--- src/crpn_pkg.sv ---
// ----------------------------------------------------------------------------
// crpn_pkg
// Shared types and codes of the complex integer postfix stack unit.
// ----------------------------------------------------------------------------
package crpn_pkg;

  localparam int unsigned DataW = 64;

  // Command codes carried in the input tuser field.
  localparam logic [2:0] OP_PUSH = 3'd0;
  localparam logic [2:0] OP_ADD  = 3'd1;
  localparam logic [2:0] OP_SUB  = 3'd2;
  localparam logic [2:0] OP_MUL  = 3'd3;
  localparam logic [2:0] OP_NEG  = 3'd4;
  localparam logic [2:0] OP_CONJ = 3'd5;
  localparam logic [2:0] OP_SHOW = 3'd6;

  // Result status codes carried in the output tuser field.
  localparam logic [1:0] STATUS_OK    = 2'd0;
  localparam logic [1:0] STATUS_UNDER = 2'd1;
  localparam logic [1:0] STATUS_OVER  = 2'd2;

  // One stack entry; the real part sits in the low bits.
  typedef struct packed {
    logic [DataW-1:0] im;
    logic [DataW-1:0] re;
  } cplx_t;

endpackage

--- src/crpn_cmul.sv ---
// ----------------------------------------------------------------------------
// crpn_cmul
// Sequential complex multiplier built around one 32x32 multiplier.
// ----------------------------------------------------------------------------
module crpn_cmul
  import crpn_pkg::*;
(
  input  logic  clk_i,
  input  logic  rst_ni,
  input  logic  start_i,
  input  cplx_t a_i,     // top of stack, held stable while running
  input  cplx_t b_i,     // second from top, held stable while running
  output logic  done_o,
  output cplx_t res_o
);

  localparam int unsigned HalfW = DataW / 2;

  logic             run_q;
  logic [1:0]       prod_sel_q;
  logic [1:0]       part_sel_q;
  logic             pv_q;
  logic [1:0]       prod_tag_q;
  logic [1:0]       part_tag_q;
  logic             done_q;
  logic [DataW-1:0] prod_q;
  logic [DataW-1:0] acc_re_q;
  logic [DataW-1:0] acc_im_q;

  logic [DataW-1:0] op_x;
  logic [DataW-1:0] op_y;
  logic [HalfW-1:0] mul_x;
  logic [HalfW-1:0] mul_y;
  logic [DataW-1:0] prod_d;
  logic [DataW-1:0] term;

  // Four 64-bit products, each the wrapped sum of three 32-bit partials:
  // low*low, low*high and high*low, the latter two shifted up by 32.
  always_comb begin
    case (prod_sel_q)
      2'd0:    begin op_x = a_i.re; op_y = b_i.re; end
      2'd1:    begin op_x = a_i.im; op_y = b_i.im; end
      2'd2:    begin op_x = a_i.im; op_y = b_i.re; end
      default: begin op_x = b_i.im; op_y = a_i.re; end
    endcase
    case (part_sel_q)
      2'd1:    begin mul_x = op_x[HalfW-1:0]; mul_y = op_y[DataW-1:HalfW]; end
      2'd2:    begin mul_x = op_x[DataW-1:HalfW]; mul_y = op_y[HalfW-1:0]; end
      default: begin mul_x = op_x[HalfW-1:0]; mul_y = op_y[HalfW-1:0]; end
    endcase
    prod_d = DataW'(mul_x) * DataW'(mul_y);
    term   = (part_tag_q == 2'd0) ? prod_q : {prod_q[HalfW-1:0], {HalfW{1'b0}}};
  end

  always_ff @(posedge clk_i or negedge rst_ni) begin
    if (!rst_ni) begin
      run_q      <= 1'b0;
      prod_sel_q <= 2'd0;
      part_sel_q <= 2'd0;
      pv_q       <= 1'b0;
      prod_tag_q <= 2'd0;
      part_tag_q <= 2'd0;
      done_q     <= 1'b0;
    end else begin
      done_q <= pv_q && (prod_tag_q == 2'd3) && (part_tag_q == 2'd2);
      pv_q   <= run_q;
      if (start_i) begin
        run_q      <= 1'b1;
        prod_sel_q <= 2'd0;
        part_sel_q <= 2'd0;
      end else if (run_q) begin
        prod_tag_q <= prod_sel_q;
        part_tag_q <= part_sel_q;
        if (part_sel_q == 2'd2) begin
          part_sel_q <= 2'd0;
          if (prod_sel_q == 2'd3) begin
            run_q <= 1'b0;
          end else begin
            prod_sel_q <= prod_sel_q + 2'd1;
          end
        end else begin
          part_sel_q <= part_sel_q + 2'd1;
        end
      end
    end
  end

  always_ff @(posedge clk_i) begin
    if (run_q) begin
      prod_q <= prod_d;
    end
    if (start_i) begin
      acc_re_q <= '0;
      acc_im_q <= '0;
    end else if (pv_q) begin
      case (prod_tag_q)
        2'd0:    acc_re_q <= acc_re_q + term;
        2'd1:    acc_re_q <= acc_re_q - term;
        default: acc_im_q <= acc_im_q + term;
      endcase
    end
  end

  assign done_o   = done_q;
  assign res_o.re = acc_re_q;
  assign res_o.im = acc_im_q;

endmodule
--- config.mk ---
export PLATFORM = sky130hd
export DESIGN_NAME = crpn_cmul
export DESIGN_NICKNAME = d
export VERILOG_FILES = /design/src/crpn_pkg.sv /design/src/crpn_cmul.sv
export SDC_FILE = /design/constraint.sdc
export NUM_CORES = 2
export LEC_CHECK = 0
export BUFFER_PORTS_ARGS = -buffer_cell sky130_fd_sc_hd__buf_2
export CAP_MARGIN = 0
export CORE_UTILIZATION = 30
export DETAILED_ROUTE_END_ITERATION = 16
export PLACE_DENSITY = 0.5
export RECOVER_POWER = 50
export SLEW_MARGIN = 20
export SYNTH_ARGS = -nofsm -noshare
export SYNTH_HDL_FRONTEND = slang
export SYNTH_SLANG_ARGS = --single-unit
--- constraint.sdc ---
create_clock -name clk_i -period 18 [get_ports clk_i]
set_input_delay 0.9 -clock clk_i [delete_from_list [all_inputs] [get_ports clk_i]]
set_output_delay 0.9 -clock clk_i [all_outputs]
set_load 0.05 [all_outputs]
After elaboration in Yosys (flattened, before gate mapping)
Index checks and enable logic that the tools add are counted.
{"block": "totals", "register_bits": 203, "input_bits": 259, "output_inout_bits": 129, "wordCells": 59}
{"block": "classes", "addsub": 5, "multipliers": 1, "eq_ne": 9, "muxes": 17, "bitwise_logic": 2, "reduce_logical": 15}
{"operator": "$pmux W64 S2", "n": 3}
{"operator": "$add A64 B64 Y64", "n": 2}
{"operator": "$mul A32 B32 Y64", "n": 1}
{"operator": "$mux W32", "n": 2}
{"operator": "$mux W64", "n": 1}
{"operator": "$sub A64 B64 Y64", "n": 1}
{"operator": "$mux W2", "n": 7}
{"operator": "$eq A2 B2 Y1 const B", "n": 5}
{"operator": "$eq A2 B1 Y1 const B", "n": 3}
{"operator": "$logic_not A2 Y1", "n": 3}
{"operator": "$reduce_and A2 Y1", "n": 3}
{"operator": "$reduce_bool A2 Y1", "n": 3}
{"operator": "$reduce_or A2 Y1", "n": 3}
{"operator": "$add A2 B1 Y2 const B", "n": 2}
{"operator": "$mux W1", "n": 4}
{"operator": "$reduce_and A3 Y1", "n": 1}
{"operator": "$logic_and A1 B1 Y1", "n": 2}
{"operator": "$ne A2 B2 Y1 const B", "n": 1}
{"operator": "$not A1 Y1", "n": 2}

Depth between registers and ports, before layout
{"block": "logic_depth", "word_depth": 5, "mapped_depth": 40, "ltp_nobuf": 34}

Worst setup path before layout
Ideal clock, no wire load.
{"block": "synth_path", "path_kind": "reg2reg", "from": "register prod_sel_q[0]", "to": "register prod_q[58], data pin", "setup_time_ns": 0.260, "arrival_time_ns": 9.635, "t_required_ns": 17.740, "setup_slack_ns": 8.105, "stages_incl_launch_ff": 36, "n_path_buf": 7, "synth_period_minus_slack_ns": 9.895, "path_cell_list": "dfrtp_1 > inv_1 > clkbuf_1 > clkbuf_1 > clkbuf_1 > ha_1 > clkbuf_1 > buf_1 > a221o_1 > nand2_1 > mux2_2 > clkbuf_1 > nor2_1 > fa_1 > inv_1 > fa_1 > fa_1 > fa_1 > inv_1 > fa_1 > inv_1 > fa_1 > inv_1 > fa_1 > fa_1 > ha_1 > buf_2 > nand2_1 > nor4_1 > a21oi_4 > o21ai_0 > a31oi_1 > o31a_1 > o211a_1 > o21ai_0 > xnor2_1"}
{"block": "synth_via", "elab_chain_cells": 5, "word_cells_on_any_way": 10, "cone_classes": "mul (1); eq/ne (2); mux (4); reduce/logical (3)"}
{"element": "start, declared", "line": "crpn_cmul.sv:20", "rtl": "logic [1:0] prod_sel_q;"}
{"element": "start signal, assigned", "line": "crpn_cmul.sv:79", "rtl": "prod_sel_q <= prod_sel_q + 2'd1;"}
{"element": "$eq A2 B2 Y1, or another cell as far along", "line": "crpn_cmul.sv:40", "rtl": "case (prod_sel_q)"}
{"element": "$reduce_or A2 Y1 (no line)"}
{"element": "$pmux W64 S2", "line": "crpn_cmul.sv:40"}
{"element": "$mux W32", "line": "crpn_cmul.sv:46", "rtl": "case (part_sel_q)"}
{"element": "$mul A32 B32 Y64 (*)", "line": "crpn_cmul.sv:51", "rtl": "prod_d = DataW'(mul_x) * DataW'(mul_y);"}
{"element": "net prod_d[58]", "line": "crpn_cmul.sv:34", "rtl": "logic [DataW-1:0] prod_d;"}
{"element": "end signal, assigned", "line": "crpn_cmul.sv:90", "rtl": "prod_q <= prod_d;"}
{"element": "end, declared", "line": "crpn_cmul.sv:26", "rtl": "logic [DataW-1:0] prod_q;"}
The timed path passes the listed nets; every way through them passes the cells marked *.
A chain may end at the register's enable or synchronous reset.

Worst setup path in the final report
{"block": "layout_path", "from": "register prod_sel_q[0]", "to": "register prod_q[56], data pin"}
Same word-level chain as after synthesis.

==> impl_results.md <==
- Die Width: 418 um
- Worst-path fanout max: 57
- Post-Route WL: 212000 um
- Critical Path Start Type: flop
- Die area: 0.175 mm^2
- CTS tree: done
- DRT Pass-1 Iters: 6
- Drt wl/cell: 24.4 um
- Port-buffer cells: 387
- Worst Max-Slew Pin Slew: 3.52 ns
- Synthesized area: 0.0520 mm^2
- Gpl congestion: 0.961
- Primary FF master, synth: dfxtp_1
- Setup violators final: 0
- RSZ-0062 raised after global routing: no
- Critical path arrival: 11.96 ns
- CTS sink cnt: 203
- Cell mode on critical path: fa_1
- Ratio of cells with drive above 1 in the final layout: 0.0903
- Initial antenna violation count: 8
- Final std cells w/o fill: 8710
- Synthesis-to-finish area growth: 9.99%
- Final net count: 7931
- CTS Buffer Depth: 3
- Area fraction of the dominant cell type after synthesis: 0.346
- IO Count: 388
- Post-synth ARST share: 0.0542
- Cts repair resizes: 0
- Post-CTS setup buffer count: 0
- Status: complete, but fails checks
- Ys Warns: 0
- CP required: 18.42 ns
- Area occupied by multi-input gates: 0.0425 mm^2
- Post-synth EDFFs: 64
- Final TNS setup: 0 ns
- Via count: 45566
- Avg Vias per Cell: 5.23
- Placed cell count: 8661
- Initial Util: 0.302
- Final Max Tran Viols: 112
- Post-layout min period: 11.54 ns
- Most frequent cell after synthesis: inv_1
- Final worst-path cycle share: 0.641
- Critical-path top delay cell: mux2_2
- Initial DRC Count: 3586
- Mean Syn Cell Area: 8.35 um^2
- CTS Buf Count: 26
- Cells after synthesis: 6227
- Root Driver: clkbuf_16
- Post-CTS Hold Fix Bufs: 0
- Drt drc: 0
- DP HPWL: 170000 um
- Relative slew margins: -1.34
- FF+latch area: 0.00476 mm^2
- Critical path type: flop to flop
- First-pass GRT wire length: 310000 um
- Synth area leaders: fa_1, ha_1, inv_1
- Synth cell types: 86
- ANT nets after route: 0
- Max stage delay on crit path: 0.90 ns
- Hold crit path type: primary input to async pin
- Fill count: 18273
- Vias in the first global route: 46868
- Crit. End Element: flop
- CTS clk-pin slew, worst paths: 0.06 ns
- Site Rows: 152
- Seq cells post-synth: 203
- Final clock skew: 0.0297 ns
- Final-report hold violation count: 0
- Failing checks: capacitance limit, slew limit
- H-tree lvl count: 1
- Synth area leader: fa_1
- Post-synth top cells: inv_1, fa_1, nor2_1
- Syn_nets: 7779
- Core area: 0.172 mm^2
- Largest net degree at the start of global routing: 75
- GR Overflow Total: 0
- Die H: 418 um
- Register area share after synthesis: 0.0915
- Worst-skew pair later-pin latency: 0.57 ns
- Max-Cap Viols: 2
- GR Util All Layers: 0.239
- Achievable frequency: 86.7 MHz
[area by class of cell]
class / count / area share
diodes: 1 / 0.0000438
clock buffers: 38 / 0.0134
clock inverters: 10 / 0.00302
inverters: 983 / 0.0645
multi-input cells: 4694 / 0.743
flip-flops and latches: 203 / 0.0833
well taps: 2310 / 0.0505
repair buffers: 471 / 0.0422
[metrics by stage]
stage | hold slack (ns) | worst slack, ns | area, um^2 | utilization
2_1_floorplan | 0.487 | 8.11 | 52000 | -
4_1_cts | 0.184 | 6.60 | 57300 | 0.334
3_5_place_dp | 0.472 | 6.59 | 56400 | 0.328
3_3_place_gp | 0.460 | 6.83 | 56400 | 0.328
6_report | 0.333 | 6.46 | 57200 | 0.333
5_1_grt | 0.358 | 6.05 | 57200 | 0.333
[worst paths after layout]
kind / startpoint / end / cells past startpoint / slack (ns)
min reg2reg: acc_im_q[22] / acc_im_q[22] / 2 / 0.48
max: prod_sel_q[0] / prod_q[56] / 27 / 6.46
min: rst_ni / prod_tag_q[1] / 1 / 0.33
min in group clk_i: acc_im_q[22] / acc_im_q[22] / 2 / 0.48
max reg2reg: prod_sel_q[0] / prod_q[56] / 27 / 6.46
max in group asynchronous: rst_ni / run_q / 1 / 17.20
[logic make-up (layout without fill, tap and decap cells)]
| group | Yosys count | after routing | share of synthesized area |
|---|---|---|---|
| flip-flops | 203 | 203 | 0.0915 |
| AO/OA/AOI/OAI | 1010 | 1010 | 0.130 |
| buffers and inverters | 1330 | 1502 | 0.0962 |
| adder cells (fa/ha/maj) | 1293 | 1293 | 0.441 |
| other | 0 | 1 | 0 |
| multiplexers | 203 | 203 | 0.0422 |
| AND/OR/NAND/NOR | 1968 | 1968 | 0.162 |
| XOR/XNOR | 220 | 220 | 0.0371 |
[sequential cells by signal, indices dropped and copies added (netlist names), 2 cells and up]
name	count
acc_im_q	64
acc_re_q	64
prod_q	64
part_sel_q	2
part_tag_q	2
prod_sel_q	2
prod_tag_q	2
[layer usage]
layer,part of all wire,GRT usage,up-vias
li1,-,-,20330
met1,0.40,0.294,22975
met2,0.48,0.411,1829
met3,0.060,0.0294,430
met4,0.059,0.116,2
met5,0.000066,0,-
[layout by cell type, fill, tap and decap left out, types with 79 or more instances in the layout]
master    instances
fa_1            898
nand2_1         742
ha_1            392
inv_1           982
xnor2_1         141
a21o_1          144
clkbuf_1        127
buf_4            83
o21ai_0         128
xor2_1           79
mux2i_1          90
a21oi_1         332
nor2_1          780
buf_2           266
dfxtp_1         128
mux2_2           80
[worst max-delay path, delay by kind of cell (launching register included)]
kind	cells	cell delay, ns
compound gates	5	1.89
flops	1	0.54
simple gates	5	1.24
buf+inv	6	1.66
fa+ha+maj	10	4.95
mux	1	0.90
Power is left out: the tool's default activity adds up to more than one toggle a clock period on the data nets, which glitch-free logic cannot reach.
